$ cat src/hw/rtl/owbm_pkg.sv
// ----------------------------------------------------------------------------
// owbm_pkg: shared types and constants for the single-wire bus master
// Phase codes, item kinds, register indexes, reset values and the structs
// passed between the register bank, the sequencer and the top level.
// ----------------------------------------------------------------------------
`default_nettype none

package owbm_pkg;

   localparam int unsigned LongWidth  = 10;
   localparam int unsigned StartWidth = 4;
   localparam int unsigned SlotWidth  = 8;
   localparam int unsigned CsrIdxWidth  = 3;
   localparam int unsigned CsrDataWidth = 10;

   typedef enum logic [1:0] {
      KIND_TICK  = 2'd0,
      KIND_RESET = 2'd1,
      KIND_BYTE  = 2'd2,
      KIND_NONE  = 2'd3
   } kind_type;

   typedef enum logic [2:0] {
      PH_IDLE       = 3'd0,
      PH_RST_LOW    = 3'd1,
      PH_RST_WAIT   = 3'd2,
      PH_RST_RECOV  = 3'd3,
      PH_SLOT_START = 3'd4,
      PH_SLOT_DRIVE = 3'd5,
      PH_SLOT_TAIL  = 3'd6
   } phase_type;

   localparam logic [CsrIdxWidth-1:0] REG_RESET_LOW    = 3'd0;
   localparam logic [CsrIdxWidth-1:0] REG_PRESENCE_WAIT = 3'd1;
   localparam logic [CsrIdxWidth-1:0] REG_RESET_RECOV  = 3'd2;
   localparam logic [CsrIdxWidth-1:0] REG_START_PULSE  = 3'd3;
   localparam logic [CsrIdxWidth-1:0] REG_SAMPLE_DELAY = 3'd4;
   localparam logic [CsrIdxWidth-1:0] REG_SLOT_TAIL    = 3'd5;

   localparam logic [LongWidth-1:0]  RESET_LOW_DEFAULT     = 10'd500;
   localparam logic [LongWidth-1:0]  PRESENCE_WAIT_DEFAULT = 10'd70;
   localparam logic [LongWidth-1:0]  RESET_RECOV_DEFAULT   = 10'd320;
   localparam logic [StartWidth-1:0] START_PULSE_DEFAULT   = 4'd1;
   localparam logic [SlotWidth-1:0]  SAMPLE_DELAY_DEFAULT  = 8'd11;
   localparam logic [SlotWidth-1:0]  SLOT_TAIL_DEFAULT     = 8'd55;

   typedef struct packed {
      logic [LongWidth-1:0]  reset_low_ticks;
      logic [LongWidth-1:0]  presence_wait_ticks;
      logic [LongWidth-1:0]  reset_recovery_ticks;
      logic [StartWidth-1:0] start_pulse_ticks;
      logic [SlotWidth-1:0]  sample_delay_ticks;
      logic [SlotWidth-1:0]  slot_tail_ticks;
   } cfg_type;

   typedef struct packed {
      logic       line_drive;
      logic       busy_res;
      logic       done_res;
      logic       presence;
      logic [7:0] rx_byte;
   } result_type;

endpackage : owbm_pkg

`default_nettype wire

$ cat src/hw/rtl/owbm_csr.sv
// ----------------------------------------------------------------------------
// owbm_csr: timing register bank
// Holds the six bus timing registers, written through the plain write port.
// ----------------------------------------------------------------------------
`default_nettype none

module owbm_csr
   import owbm_pkg::*;
(
   input  wire logic                    clock,
   input  wire logic                    reset,
   input  wire logic                    csr_wr_en,
   input  wire logic [CsrIdxWidth-1:0]  csr_index,
   input  wire logic [CsrDataWidth-1:0] csr_wdata,
   output cfg_type                      cfg
);

   cfg_type cfg_ff;
   cfg_type cfg_in;

   always_comb begin
      cfg_in = cfg_ff;
      if (csr_wr_en) begin
         unique case (csr_index)
            REG_RESET_LOW:     cfg_in.reset_low_ticks      = csr_wdata;
            REG_PRESENCE_WAIT: cfg_in.presence_wait_ticks  = csr_wdata;
            REG_RESET_RECOV:   cfg_in.reset_recovery_ticks = csr_wdata;
            REG_START_PULSE:   cfg_in.start_pulse_ticks    = csr_wdata[StartWidth-1:0];
            REG_SAMPLE_DELAY:  cfg_in.sample_delay_ticks   = csr_wdata[SlotWidth-1:0];
            REG_SLOT_TAIL:     cfg_in.slot_tail_ticks      = csr_wdata[SlotWidth-1:0];
            default: ;
         endcase
      end
   end

   always_ff @(posedge clock) begin
      if (reset) begin
         cfg_ff.reset_low_ticks      <= RESET_LOW_DEFAULT;
         cfg_ff.presence_wait_ticks  <= PRESENCE_WAIT_DEFAULT;
         cfg_ff.reset_recovery_ticks <= RESET_RECOV_DEFAULT;
         cfg_ff.start_pulse_ticks    <= START_PULSE_DEFAULT;
         cfg_ff.sample_delay_ticks   <= SAMPLE_DELAY_DEFAULT;
         cfg_ff.slot_tail_ticks      <= SLOT_TAIL_DEFAULT;
      end else begin
         cfg_ff <= cfg_in;
      end
   end

   assign cfg = cfg_ff;

endmodule : owbm_csr

`default_nettype wire

$ cat src/hw/rtl/owbm_seq.sv
// ----------------------------------------------------------------------------
// owbm_seq: bus sequencer
// Phase register, tick counter, bit index and shift register; one step per
// accepted item, with the result of that step formed combinationally.
// ----------------------------------------------------------------------------
`default_nettype none

module owbm_seq
   import owbm_pkg::*;
(
   input  wire logic       clock,
   input  wire logic       reset,
   input  wire logic       step_en,
   input  wire logic [1:0] req_kind,
   input  wire logic [7:0] req_tx_byte,
   input  wire logic       req_line_in,
   input  wire cfg_type    cfg,
   output result_type      res
);

   phase_type phase_ff, phase_in;
   logic [LongWidth-1:0] count_ff, count_in;
   logic [2:0] bit_ff, bit_in;
   logic [7:0] shift_ff, shift_in;
   logic       pres_ff, pres_in;
   logic       drv_ff, drv_in;

   logic [LongWidth-1:0] cnt_inc;
   logic [LongWidth-1:0] lim_low, lim_wait, lim_start, lim_sample, lim_tail;
   logic                 slot_end;
   logic                 done;

   // zero in reset low, presence wait, start pulse and sample delay counts as one tick
   assign lim_low    = (cfg.reset_low_ticks == '0) ? 10'd1 : cfg.reset_low_ticks;
   assign lim_wait   = (cfg.presence_wait_ticks == '0) ? 10'd1 : cfg.presence_wait_ticks;
   assign lim_start  = (cfg.start_pulse_ticks == '0) ? 10'd1
                       : {6'd0, cfg.start_pulse_ticks};
   assign lim_sample = (cfg.sample_delay_ticks == '0) ? 10'd1
                       : {2'd0, cfg.sample_delay_ticks};
   assign lim_tail   = {2'd0, cfg.slot_tail_ticks};
   assign cnt_inc    = count_ff + 10'd1;

   // next state
   always_comb begin
      phase_in = phase_ff;
      count_in = count_ff;
      bit_in   = bit_ff;
      shift_in = shift_ff;
      pres_in  = pres_ff;
      drv_in   = drv_ff;
      slot_end = 1'b0;
      done     = 1'b0;
      if (phase_ff == PH_IDLE) begin
         case (req_kind)
            KIND_RESET: begin
               phase_in = PH_RST_LOW;
               count_in = '0;
            end
            KIND_BYTE: begin
               phase_in = PH_SLOT_START;
               count_in = '0;
               bit_in   = '0;
               shift_in = req_tx_byte;
               drv_in   = 1'b1;
            end
            default: ;
         endcase
      end else if (req_kind == KIND_TICK) begin
         count_in = cnt_inc;
         unique case (phase_ff)
            PH_RST_LOW: begin
               if (cnt_inc >= lim_low) begin
                  phase_in = PH_RST_WAIT;
                  count_in = '0;
               end
            end
            PH_RST_WAIT: begin
               if (cnt_inc >= lim_wait) begin
                  pres_in  = ~req_line_in;
                  count_in = '0;
                  if (cfg.reset_recovery_ticks == '0) begin
                     phase_in = PH_IDLE;
                     done     = 1'b1;
                  end else begin
                     phase_in = PH_RST_RECOV;
                  end
               end
            end
            PH_RST_RECOV: begin
               if (cnt_inc >= cfg.reset_recovery_ticks) begin
                  phase_in = PH_IDLE;
                  count_in = '0;
                  done     = 1'b1;
               end
            end
            PH_SLOT_START: begin
               if (cnt_inc >= lim_start) begin
                  drv_in   = shift_ff[0];
                  phase_in = PH_SLOT_DRIVE;
                  count_in = '0;
               end
            end
            PH_SLOT_DRIVE: begin
               if (cnt_inc >= lim_sample) begin
                  shift_in = {req_line_in, shift_ff[7:1]};
                  count_in = '0;
                  if (cfg.slot_tail_ticks == '0) begin
                     slot_end = 1'b1;
                  end else begin
                     phase_in = PH_SLOT_TAIL;
                  end
               end
            end
            PH_SLOT_TAIL: begin
               if (cnt_inc >= lim_tail) begin
                  slot_end = 1'b1;
               end
            end
            default: ;
         endcase
         if (slot_end) begin
            drv_in   = 1'b1;
            count_in = '0;
            if (bit_ff == 3'd7) begin
               bit_in   = '0;
               phase_in = PH_IDLE;
               done     = 1'b1;
            end else begin
               bit_in   = bit_ff + 3'd1;
               phase_in = PH_SLOT_START;
            end
         end
      end
   end

   // result shows the state after this item
   always_comb begin
      res.busy_res = (phase_in != PH_IDLE);
      res.done_res = done;
      res.presence = pres_in;
      res.rx_byte  = shift_in;
      unique case (phase_in)
         PH_RST_LOW, PH_SLOT_START:   res.line_drive = 1'b0;
         PH_SLOT_DRIVE, PH_SLOT_TAIL: res.line_drive = drv_in;
         default:                     res.line_drive = 1'b1;
      endcase
   end

   always_ff @(posedge clock) begin
      if (reset) begin
         phase_ff <= PH_IDLE;
         count_ff <= '0;
         bit_ff   <= '0;
         shift_ff <= '0;
         pres_ff  <= 1'b0;
         drv_ff   <= 1'b1;
      end else if (step_en) begin
         phase_ff <= phase_in;
         count_ff <= count_in;
         bit_ff   <= bit_in;
         shift_ff <= shift_in;
         pres_ff  <= pres_in;
         drv_ff   <= drv_in;
      end
   end

endmodule : owbm_seq

`default_nettype wire

$ cat src/hw/rtl/one_wire_bus_master_unit.sv
// result: registered, valid in the cycle after the input transfer
// throughput: one item per cycle while rsp_ready is high; the result register frees in the same cycle it is taken
// every input item gives exactly one result item
// reset: synchronous, active high; clears the sequencer to idle, presence to 0 and
// loads the timing registers with their defaults
// ----------------------------------------------------------------------------
// one_wire_bus_master_unit: single-wire bus master top level
// Timing register bank, bus sequencer and the result register with handshake.
// ----------------------------------------------------------------------------
`default_nettype none

module one_wire_bus_master_unit
   import owbm_pkg::*;
(
   input  wire logic                    clock,
   input  wire logic                    reset,
   input  wire logic                    req_valid,
   output      logic                    req_ready,
   input  wire logic [1:0]              req_kind,
   input  wire logic [7:0]              req_tx_byte,
   input  wire logic                    req_line_in,
   output      logic                    rsp_valid,
   input  wire logic                    rsp_ready,
   output      logic                    rsp_line_drive,
   output      logic                    rsp_busy_res,
   output      logic                    rsp_done_res,
   output      logic                    rsp_presence,
   output      logic [7:0]              rsp_rx_byte,
   input  wire logic                    csr_wr_en,
   input  wire logic [CsrIdxWidth-1:0]  csr_index,
   input  wire logic [CsrDataWidth-1:0] csr_wdata
);

   cfg_type    cfg;
   result_type step_res;
   result_type res_ff;
   logic       rsp_valid_ff;
   logic       accept;

   assign req_ready = ~rsp_valid_ff | rsp_ready;
   assign accept    = req_valid & req_ready;

   owbm_csr u_csr (
      .clock     (clock),
      .reset     (reset),
      .csr_wr_en (csr_wr_en),
      .csr_index (csr_index),
      .csr_wdata (csr_wdata),
      .cfg       (cfg)
   );

   owbm_seq u_seq (
      .clock       (clock),
      .reset       (reset),
      .step_en     (accept),
      .req_kind    (req_kind),
      .req_tx_byte (req_tx_byte),
      .req_line_in (req_line_in),
      .cfg         (cfg),
      .res         (step_res)
   );

   always_ff @(posedge clock) begin
      if (reset) begin
         rsp_valid_ff <= 1'b0;
      end else if (accept) begin
         rsp_valid_ff <= 1'b1;
      end else if (rsp_ready) begin
         rsp_valid_ff <= 1'b0;
      end
   end

   always_ff @(posedge clock) begin
      if (accept) begin
         res_ff <= step_res;
      end
   end

   assign rsp_valid      = rsp_valid_ff;
   assign rsp_line_drive = res_ff.line_drive;
   assign rsp_busy_res   = res_ff.busy_res;
   assign rsp_done_res   = res_ff.done_res;
   assign rsp_presence   = res_ff.presence;
   assign rsp_rx_byte    = res_ff.rx_byte;

`ifndef NO_ASSERTIONS
   // a completed command leaves the block idle
   a_done_idle: assert property (@(posedge clock) disable iff (reset)
      rsp_valid_ff && res_ff.done_res |-> !res_ff.busy_res)
      else $error("done result while still busy");

   // the bus is only pulled low during a command
   a_low_busy: assert property (@(posedge clock) disable iff (reset)
      rsp_valid_ff && !res_ff.line_drive |-> res_ff.busy_res)
      else $error("line pulled low while idle");

   // result register is empty right after reset
   a_reset_empty: assert property (@(posedge clock)
      reset |=> !rsp_valid_ff)
      else $error("result valid right after reset");

   // a transfer always loads the result register
   a_accept_loads: assert property (@(posedge clock) disable iff (reset)
      accept |=> rsp_valid_ff)
      else $error("accepted item produced no result");
`endif

endmodule : one_wire_bus_master_unit

`default_nettype wire
$ cat config.mk
export PLATFORM = sky130hd
export DESIGN_NAME = one_wire_bus_master_unit
export DESIGN_NICKNAME = d
export VERILOG_FILES = /design/src/hw/rtl/owbm_pkg.sv /design/src/hw/rtl/owbm_csr.sv /design/src/hw/rtl/owbm_seq.sv /design/src/hw/rtl/one_wire_bus_master_unit.sv
export SDC_FILE = /design/constraint.sdc
export NUM_CORES = 1
export LEC_CHECK = 0
export ABC_CLOCK_PERIOD_IN_PS = 4500
export BUFFER_PORTS_ARGS = -buffer_cell sky130_fd_sc_hd__buf_2
export CAP_MARGIN = 20
export CORE_MARGIN = 10
export CORE_UTILIZATION = 35
export DETAILED_ROUTE_END_ITERATION = 10
export GPL_TIMING_DRIVEN = 1
export PLACE_DENSITY = 0.58
export SLEW_MARGIN = 5
export SYNTH_ARGS = -nofsm -noshare
export SYNTH_HDL_FRONTEND = slang
export SYNTH_SLANG_ARGS = --single-unit
$ cat constraint.sdc
create_clock -name clock -period 4.5 [get_ports clock]
set_input_delay 0.45 -clock clock [delete_from_list [all_inputs] [get_ports clock]]
set_output_delay 0.45 -clock clock [all_outputs]
set_load 0.1 [all_outputs]
After elaboration in Yosys (flattened, before gate mapping). Index checks and enable logic that the tools add are counted.

Bits in registers: 89. Bits of input ports: 29. Output and inout port bits: 14. Word-level logic and storage cells: 138.

Add/sub/neg operators: 2. Magnitude comparators: 6. Equality and inequality tests: 20. Muxes and demuxes: 62. Bitwise gates (word level): 5. Reduce and logical (&&, ||, !) cells: 25.

Operator list (count): 2-to-1 mux 10 bit (11); >= comparator 10 bit (5); case mux 10 bit (5 select lines) (1); 2-to-1 mux 8 bit (6); 2-to-1 mux 3 bit (15); zero test 10 bit (3); == test 3 bit (second input constant) (9); 2-to-1 mux 1 bit (22); zero test 8 bit (2); case mux 3 bit (5 select lines) (1); == test 3 x 2 -> 1 bit (second input constant) (4); AND reduction 2 bit (6); adder 10 x 1 -> 10 bit (second input constant) (1); >= comparator 10 x 8 -> 1 bit (1); == test 3 x 1 -> 1 bit (second input constant) (3); OR reduction 2 bit (4); zero test 3 bit (2); case mux 1 bit (2 select lines) (3); case mux 3 bit (2 select lines) (1); nonzero test 2 bit (3); zero test 4 bit (1); 2-to-1 mux 4 bit (1); inequality test 2 bit (second input constant) (2); AND reduction 4 bit (1); other kinds (10) (12).

Depth between registers and ports, before layout. Gate-level depths: netlist of the first run.

Depth in word-level cells: 13. Mapped depth: 14. Gate-level depth less buffers: 14.

Modules after synthesis. A second synthesis of the first run with hierarchy kept.

Cell total of the unflattened synthesis: 620. Area total of the unflattened synthesis: 5630.4 µm².

By module, submodules not included: owbm_seq (times used 1, cells an instance 408, area an instance 3164.3 µm², sequential area each 520.5 µm²); owbm_csr (times used 1, cells an instance 195, area an instance 2050.7 µm², sequential area each 1001.0 µm²); one_wire_bus_master_unit (times used 1, cells an instance 17, area an instance 415.4 µm², sequential area each 380.4 µm²).

Least setup slack after synthesis of the first run. No wires, ideal clock.

Path type: flip-flop to flip-flop. Start point: reg u_seq.count_ff[0]. End point: reg res_ff, in the netlist rsp_line_drive, data pin. Setup time: 0.275 ns. Arrival: 3.108 ns. Data required time: 4.225 ns. Setup slack: 1.117 ns. Cell stages (with the launch flop): 13. Buffers on the path: 0. Period minus slack after synthesis: 3.383 ns. Cell sequence: dfxtp_1 ha_1 and4_4 nand2_1 xnor2_1 ha_1 nand3_1 o311ai_1 o2bb2ai_1 nand2b_1 o2bb2ai_1 o31a_1 o221ai_1.

RTL lines: start: declaration (line owbm_seq.sv:22) `logic [LongWidth-1:0] count_ff, count_in;`; start signal: assignment (line owbm_seq.sv:159) `count_ff <= count_in;`; end signal: assignment (line one_wire_bus_master_unit.sv:75) `res_ff <= step_res;`; end: declaration (line one_wire_bus_master_unit.sv:36) `result_type res_ff;`.

==> results.json, run 1 <==
{
  "ys_warn_count": 0,
  "worst_skew_pair.late_latency_ns": 0.35,
  "fin_skew_ns": 0.00639,
  "yosysTopAreaCellShare_pct": 29.1,
  "final.period_utilization_pct": 89.8,
  "port_buffers": 42,
  "die_area_mm2": 0.0204,
  "synthCells": 635,
  "dr.first_iter.drc_count": 226,
  "grt_pass1_wl_um": 23000,
  "design_area_mm2": 0.00603,
  "grt-busiest-layer": "met2",
  "placed_cell_area_mm2": 0.00573,
  "fin_setup_tns_ns": 0,
  "critPathArrivalTime_ns": 4.12,
  "power.leakage_nw": 2.53,
  "dr.pass1.iters": 5,
  "setup_ws_ns": 0.458,
  "setup-violations-final": 0,
  "crit_path_start_kind": "register",
  "max_stage_delay_ns": 0.81,
  "slew_viol_final": 0,
  "antenna_found_initial": 0,
  "rsz0062_at_grt": "false",
  "required_ns": 4.58,
  "path_max_fanout": 7,
  "grt_use_total_pct": 14.1,
  "grt_max_degree": 72,
  "cts_root_buffer": "clkbuf_16",
  "swShare_pct": 28.7,
  "initial_core_util_pct": 36.0,
  "cts.path.max_buffers": 2,
  "fin_cells": 867,
  "critPathSlowestCell": "a2111oi_0",
  "chipWidth_um": 143,
  "synth_area_leader_cell": "dfxtp_1",
  "switchingPower_uw": 549,
  "multi_input_area_mm2": 0.00312,
  "wl_per_cell_um": 16.3,
  "use_met3_pct": 4.31,
  "syn_area_per_cell_um2": 8.34,
  "clockPowerShare_pct": 40.5,
  "tightest_slew_ns": 0.875,
  "cts_resized": 0,
  "seqPwrFrac_pct": 44.8,
  "synth_flop_cell": "dfxtp_1",
  "grt_pass1_vias": 4593,
  "detail-route-antenna-nets": 0,
  "cts_tree": "yes",
  "p_int_mw": 1.36,
  "use_met1_pct": 18.3,
  "synth.cell_area_mm2": 0.00530,
  "fillers": 1476,
  "outcome": "complete, no violations",
  "placedCellCount": 851,
  "hold_path.class": "input pin to register",
  "clk_pin_slew_ns": 0.06,
  "clock-sinks": 89,
  "rows": 44,
  "ys_top_cells_by_area": "dfxtp_1 29%, ha_1 13%, nand2_1 8.7%",
  "ys_seq_area_share_pct": 35.9,
  "area_delta_synth_final_pct": 13.8,
  "viasPerCell": 5.45,
  "synth_cell_type_count": 65,
  "final_hold_viol_count": 0,
  "ys_ff_latch": 89,
  "relSlewSlack_pct": 40.1,
  "cts-hold-fix-buffers": 0,
  "routabilityCongestion": 0.925,
  "place_hpwl_um": 10700,
  "worstSetupPathType": "register to register",
  "p_per_area_mw_per_mm2": 317,
  "syn_nets": 720,
  "p_comb_share_pct": 14.7,
  "grt_use_met2_pct": 21.5,
  "vias": 4729,
  "drc_errors": 0,
  "post-synth-top-count-cell": "nand2_1",
  "path_cells": "nand3_1, nor3_1, xor2_1, ha_1, a2111oi_0, a21oi_1, a311o_1, o41ai_4, o221ai_1",
  "hold_slack_ns": 0.337,
  "grt-ovfl-total": 0,
  "regArea_mm2": 0.00190,
  "finalPower_mw": 1.91,
  "pre_cts_slack_ns": 0.560,
  "htreeDepth": 3,
  "drive_above_1_share_pct": 11.9,
  "ioPinCount": 43,
  "fin_util_pct": 41.0,
  "ir_worst_vdd_mv": 0.252,
  "postCtsSetupBuffers": 0,
  "nets": 763,
  "synthArstFlopShare_pct": 0,
  "layout_min_cycle_time_ns": 4.04,
  "wl_um": 14200,
  "timing.fmax_mhz": 247,
  "synthTopCellsByCount": "123 x nand2_1, 77 x dfxtp_1, 59 x a21oi_1",
  "cap_violations": 0,
  "core-area_mm2": 0.0147,
  "synth-edff-count": 12,
  "end_kind": "register",
  "diodes": 0,
  "die_h_um": 143,
  "numCtsBuffers": 9
}
## power by group through the flow
stage / Combinational, mW / Sequential, mW / Clock [mW]
3_3_place_gp: 0.275 / 0.874 / 0
3_5_place_dp: 0.281 / 0.875 / 0
5_1_grt: 0.305 / 0.860 / 0.827
2_1_floorplan: 0.137 / 0.942 / 0
6_report: 0.281 / 0.857 / 0.773
4_1_cts: 0.282 / 0.857 / 0.788
## cell type report
| cell class | count | share of cell area (%) |
|---|---|---|
| timing repair buffer | 50 | 4.48 |
| clock buffer | 12 | 4.09 |
| clock inverter | 4 | 0.872 |
| sequential | 89 | 31.6 |
| multi-input combinational | 472 | 51.7 |
| inverter | 56 | 3.49 |
| tap | 184 | 3.82 |
## critical path, delay by kind of cell (launching register included)
kind	cells	cell delay [ns]
AO/OA/AOI/OAI	5	1.98
XOR/XNOR	1	0.44
flip-flops	1	0.42
AND/OR/NAND/NOR	2	0.58
adder cells (fa/ha/maj)	1	0.33
## cells by family (layout without fill, tap and decap cells)
| logic type | after synthesis | in the layout | share of synthesized area (%) |
|---|---|---|---|
| xor gates and xnor gates | 5 | 5 | 0.827 |
| buffers and inverters | 74 | 122 | 5.25 |
| and+or+nand+nor | 244 | 244 | 21.7 |
| adders and majority gates | 56 | 56 | 13.2 |
| DFF | 89 | 89 | 35.9 |
| muxes | 4 | 4 | 0.780 |
| AOI/OAI and AO/OA | 163 | 163 | 22.3 |
## flip-flops by register name, summed over array words and instances, names as in the netlist
name / flops
u_csr.cfg: 50
u_seq.drv_ff: 1
rsp_presence: 1
u_seq.bit_ff: 3
u_seq.shift_ff: 8
rsp_line_drive: 1
rsp_done_res: 1
rsp_rx_byte: 8
u_seq.pres_ff: 1
rsp_busy_res: 1
u_seq.count_ff: 10
u_seq.phase_ff: 3
rsp_valid: 1
## layer usage
| metal | share of wire (%) | vias to the layer above |
|---|---|---|
| met4 | 2.4 | 0 |
| met5 | 0 | - |
| li1 | - | 2357 |
| met1 | 48 | 2228 |
| met2 | 44 | 116 |
| met3 | 5.5 | 28 |
## final timing paths
check | startpoint | to | slack, ns | cells after the start
setup / recovery | u_seq.count_ff[2]$_SDFFE_PP0P_ | rsp_line_drive$_DFFE_PP_ | 0.46 | 9
hold / removal | req_valid | rsp_valid$_SDFFE_PP0P_ | 0.34 | 3
setup reg to reg | u_seq.count_ff[2]$_SDFFE_PP0P_ | rsp_line_drive$_DFFE_PP_ | 0.46 | 9
hold reg to reg | u_csr.cfg[15]$_SDFFE_PP0P_ | u_csr.cfg[15]$_SDFFE_PP0P_ | 0.46 | 2
## cell usage in the layout (no fill, tap or decap), types with 3 or more instances in the layout
cell       netlist  layout
nand2b_1        11      11
buf_4            0       8
or4_1            3       3
nand3_1         13      13
buf_2            0      42
edfxtp_1        12      12
a31oi_1          3       3
a211o_1         14      14
a21boi_1         3       3
a211oi_1         3       3
a41o_1           3       3
o22a_1           8       8
o21a_1          13      13
o31ai_1          4       4
o211ai_1         4       4
or3_1            3       3
nor3_1           8       8
nand4_1          3       3
nor2_1          39      39
a22oi_1          3       3
nand3b_1         9       9
a2111oi_0        5       5
xnor2_1          4       4
nor4_1           7       7
nor2b_1          7       7
ha_1            56      56
nand2_1        123     123
a22o_1           8       8
mux2i_1          3       3
o21ai_0          7       7
inv_1           55      55
o41ai_1          3       3
clkbuf_16        0       9
or2_2            3       3
dfxtp_1         77      77
a21oi_1         59      59
No activity file was read; power rests on OpenSTA's default activity.
==> run 2, diff against run 1 <==
--- a/config.mk
+++ b/config.mk
@@ -10,6 +10,7 @@
 export CAP_MARGIN = 20
 export CORE_MARGIN = 10
 export CORE_UTILIZATION = 35
+export CTS_BUF_LIST = sky130_fd_sc_hd__clkbuf_4 sky130_fd_sc_hd__clkbuf_8
 export DETAILED_ROUTE_END_ITERATION = 10
 export GPL_TIMING_DRIVEN = 1
 export PLACE_DENSITY = 0.58
==> results.json, run 2 (synthesis gave the netlist of run 1 again) <==
{
  "die_area_mm2": 0.0204,
  "wl_um": 14100,
  "routabilityCongestion": 0.925,
  "slew_viol_final": 0,
  "area_delta_synth_final_pct": 12.1,
  "postCtsSetupBuffers": 0,
  "grt-ovfl-total": 0,
  "hold_path.class": "input pin to register",
  "ioPinCount": 43,
  "rows": 44,
  "final.period_utilization_pct": 90.2,
  "multi_input_area_mm2": 0.00312,
  "regArea_mm2": 0.00190,
  "path_cells": "nand3_1, nor3_1, xor2_1, ha_1, a2111oi_0, a21oi_1, a311o_1, o41ai_4, o221ai_1",
  "grt_max_degree": 72,
  "numCtsBuffers": 9,
  "cts-hold-fix-buffers": 0,
  "final_common_cell": "nand2_1",
  "fin_skew_ns": 0.0118,
  "layout_min_cycle_time_ns": 4.06,
  "initial_core_util_pct": 36.0,
  "critPathArrivalTime_ns": 4.17,
  "clk_pin_slew_ns": 0.09,
  "critPathSlowestCell": "a2111oi_0",
  "end_kind": "register",
  "crit_family": "compound AO/OA/AOI/OAI gates",
  "setup-violations-final": 0,
  "clock-sinks": 89,
  "fin_setup_tns_ns": 0,
  "viasPerCell": 5.44,
  "finalPower_mw": 1.73,
  "cts.path.max_buffers": 2,
  "dr.first_iter.drc_count": 244,
  "p_per_area_mw_per_mm2": 291,
  "port_buffers": 42,
  "power.leakage_nw": 2.49,
  "required_ns": 4.61,
  "max_stage_delay_ns": 0.82,
  "hold_slack_ns": 0.302,
  "placed_cell_area_mm2": 0.00573,
  "drive_above_1_share_pct": 12.2,
  "ir_worst_vdd_mv": 0.197,
  "fin_cells": 867,
  "vias": 4718,
  "cts_tree": "yes",
  "timing.fmax_mhz": 246,
  "wl_per_cell_um": 16.3,
  "cts_resized": 0,
  "tightest_slew_ns": 0.885,
  "chipWidth_um": 143,
  "path_max_fanout": 7,
  "grt_use_total_pct": 14.0,
  "die_h_um": 143,
  "place_hpwl_um": 10700,
  "placedCellCount": 851,
  "cap_violations": 0,
  "nets": 763,
  "final_hold_viol_count": 0,
  "core-area_mm2": 0.0147,
  "relSlewSlack_pct": 39.5,
  "dr.pass1.iters": 5,
  "cts_root_buffer": "clkbuf_8",
  "crit_path_start_kind": "register",
  "outcome": "complete, no violations",
  "layout_common_cells": "123 x nand2_1, 77 x dfxtp_1, 59 x a21oi_1",
  "drc_errors": 0,
  "diodes": 0,
  "antenna_found_initial": 0,
  "htreeDepth": 3,
  "grt_pass1_wl_um": 22900,
  "largest_reg_flops": 50,
  "worstSetupPathType": "register to register",
  "design_area_mm2": 0.00593,
  "fillers": 1493,
  "grt_pass1_vias": 4573,
  "rsz0062_at_grt": "false",
  "critPathBufInv": 0,
  "worst_skew_pair.late_latency_ns": 0.39,
  "detail-route-antenna-nets": 0
}
-- run 2: cell counts in the layout (fill, tap and decap cells not counted) --
Identical to the previous run, type by type.
-- run 2: area by class of cell --
cell class | instances | area share (%)
timing repair buffer | 50 | 4.56
clock buffer | 12 | 2.57
multi-input combinational | 472 | 52.5
sequential | 89 | 32.1
tap | 184 | 3.88
inverter | 56 | 3.54
clock inverter | 4 | 0.886
-- run 2: layer usage --
layer	GRT usage, %	wire length (um)	vias up	share of wire, %
met1	18.3	6730	2204	48
met4	4.67	335	0	2.4
li1	-	-	2355	-
met3	4.25	828	28	5.9
met5	0	0	-	0
met2	21.4	6230	131	44
-- run 2: per-stage QoR --
stage	utilization, %	setup slack, ns
2_1_floorplan	-	1.12
3_3_place_gp	39.0	0.583
3_5_place_dp	39.0	0.560
4_1_cts	40.4	0.493
5_1_grt	40.4	0.0638
6_report	40.4	0.441
-- run 2: path summary, 6_finish.rpt --
kind                                  start                          to  slack [ns]  depth (start not counted)
max          u_seq.count_ff[2]$_SDFFE_PP0P_    rsp_line_drive$_DFFE_PP_        0.44                          9
min                               req_valid      rsp_valid$_SDFFE_PP0P_        0.30                          3
max reg2reg  u_seq.count_ff[2]$_SDFFE_PP0P_    rsp_line_drive$_DFFE_PP_        0.44                          9
min reg2reg      u_csr.cfg[15]$_SDFFE_PP0P_  u_csr.cfg[15]$_SDFFE_PP0P_        0.46                          2
-- run 2: worst reg2reg max path, delay by kind of cell, from the launching register on --
family          cells  cell delay, ns
compound gates      5            1.98
xor+xnor            1            0.46
fa+ha+maj           1            0.34
flops               1            0.43
simple gates        2            0.59
-- run 2: report_power, final --
group | switching [mW] | internal [mW]
registers | 0.0201 | 0.836
logic | 0.202 | 0.0786
clock network | 0.305 | 0.286
total | 0.527 | 1.20
==> run 3, diff against run 2 <==
--- a/config.mk
+++ b/config.mk
@@ -6,7 +6,7 @@
 export NUM_CORES = 1
 export LEC_CHECK = 0
 export ABC_CLOCK_PERIOD_IN_PS = 4500
-export BUFFER_PORTS_ARGS = -buffer_cell sky130_fd_sc_hd__buf_2
+export BUFFER_PORTS_ARGS = -buffer_cell sky130_fd_sc_hd__clkbuf_2
 export CAP_MARGIN = 20
 export CORE_MARGIN = 10
 export CORE_UTILIZATION = 35
==> results.json, run 3 (synthesis gave the netlist of run 1 again) <==
{
  "outcome": "complete, no violations",
  "drc_errors": 0,
  "wl_per_cell_um": 16.6,
  "postCtsSetupBuffers": 0,
  "place_hpwl_um": 10800,
  "layout_min_cycle_time_ns": 4.19,
  "slew_viol_final": 0,
  "grt-ovfl-total": 0,
  "grt_pass1_vias": 4623,
  "rsz0062_at_grt": "false",
  "grt_use_total_pct": 14.2,
  "cts_root_buffer": "clkbuf_8",
  "p_per_area_mw_per_mm2": 291,
  "clk_pin_slew_ns": 0.08,
  "placedCellCount": 852,
  "chipWidth_um": 143,
  "wl_um": 14400,
  "cap_violations": 0,
  "cts.path.max_buffers": 2,
  "diodes": 0,
  "core-area_mm2": 0.0147,
  "cts_resized": 0,
  "numCtsBuffers": 9,
  "drive_above_1_share_pct": 12.3,
  "final.period_utilization_pct": 93.1,
  "grt_pass1_wl_um": 23300,
  "clock-sinks": 89,
  "critPathArrivalTime_ns": 4.49,
  "cts_tree": "yes",
  "dr.first_iter.drc_count": 279,
  "setup-violations-final": 0,
  "hp-start": "req_valid",
  "die_h_um": 143,
  "nets": 764,
  "antenna_found_initial": 0,
  "fin_skew_ns": 0.00427,
  "required_ns": 4.80,
  "die_area_mm2": 0.0204,
  "ioPinCount": 43,
  "ff2ff_path_depth": 10,
  "largest_reg_flops": 50,
  "fin_util_pct": 40.4,
  "power.leakage_nw": 2.51,
  "routabilityCongestion": 0.933,
  "detail-route-antenna-nets": 0,
  "ir_worst_vdd_mv": 0.174,
  "viasPerCell": 5.46,
  "path_max_fanout": 7,
  "holdPathEnd": "rsp_valid$_SDFFE_PP0P_",
  "r2r_slack_ns": 0.31,
  "timing.fmax_mhz": 239,
  "hold_slack_ns": 0.288,
  "worstSetupPathType": "register to register",
  "initial_core_util_pct": 36.0,
  "fin_cells": 868,
  "area_delta_synth_final_pct": 12.3,
  "end_kind": "register",
  "dr.pass1.iters": 5,
  "rows": 44,
  "vias": 4740,
  "port_buffers": 42,
  "relSlewSlack_pct": 37.8,
  "worst_skew_pair.late_latency_ns": 0.38,
  "fin_setup_tns_ns": 0,
  "layout_common_cells": "123 x nand2_1, 77 x dfxtp_1, 59 x a21oi_1",
  "worstReg2RegStart": "u_seq.count_ff[2]$_SDFFE_PP0P_",
  "tightest_slew_ns": 0.910,
  "final_common_cell": "nand2_1",
  "cts-hold-fix-buffers": 0,
  "htreeDepth": 3,
  "fillers": 1463,
  "grt_max_degree": 51,
  "final_hold_viol_count": 0,
  "r2r_end": "u_seq.count_ff[7]$_SDFFE_PP0P_",
  "crit_path_start_kind": "register",
  "min_path_cells": 3,
  "hold_path.class": "input pin to register"
}
-- run 3: worst max path at each step --
stage / slack [ns] / cells after the start / from / endpoint
global placement: 0.59 / 9 / u_seq.count_ff[2]$_SDFFE_PP0P_ / rsp_line_drive$_DFFE_PP_
finish: 0.31 / 10 / u_seq.count_ff[2]$_SDFFE_PP0P_ / u_seq.count_ff[7]$_SDFFE_PP0P_
detailed placement: 0.53 / 9 / u_seq.count_ff[2]$_SDFFE_PP0P_ / rsp_line_drive$_DFFE_PP_
floorplan: 1.12 / 12 / u_seq.count_ff[0]$_SDFFE_PP0P_ / rsp_line_drive$_DFFE_PP_
CTS: 0.47 / 9 / u_seq.count_ff[2]$_SDFFE_PP0P_ / rsp_line_drive$_DFFE_PP_
global route: 0.22 / 10 / u_seq.count_ff[2]$_SDFFE_PP0P_ / rsp_line_drive$_DFFE_PP_
-- run 3: final cells by class --
class	count	area (um^2)	area share, %
clock inverter	2	36.3	0.610
inverter	56	210	3.54
clock buffer	14	174	2.93
multi-input combinational	472	3120	52.4
tap	184	230	3.87
sequential	89	1900	32.0
timing repair buffer	51	278	4.67
-- run 3: power by group --
group	internal (mW)	switching, mW	total [mW]
logic	0.0779	0.203	0.281
clock network	0.307	0.285	0.592
registers	0.836	0.0207	0.857
-- run 3: critical path, cell delays in order, from the launching register on --
cell	delay, ns
dfxtp_1	0.42
nand3_1	0.23
nor3_1	0.39
xor2_1	0.49
ha_1	0.35
a2111oi_0	0.84
a21oi_1	0.33
nor2_1	0.28
nor3_1	0.09
or4b_1	0.52
a21oi_1	0.17
-- run 3: per-layer routing --
layer | vias to the layer above | share of wire [%] | global-route usage (%)
met5 | - | 0 | 0
met4 | 0 | 2.0 | 5.43
met3 | 22 | 4.8 | 3.52
met2 | 108 | 45 | 22.4
met1 | 2262 | 48 | 18.2
li1 | 2348 | - | -
-- run 3: per-stage QoR --
step / power, mW / area, um^2 / setup WS [ns]
finish: 1.73 / 5950 / 0.308
global route: 1.81 / 5950 / 0.217
CTS: 1.75 / 5950 / 0.475
detailed placement: 1.16 / 5740 / 0.527
global placement: 1.15 / 5740 / 0.586
floorplan: 1.08 / 5300 / 1.12
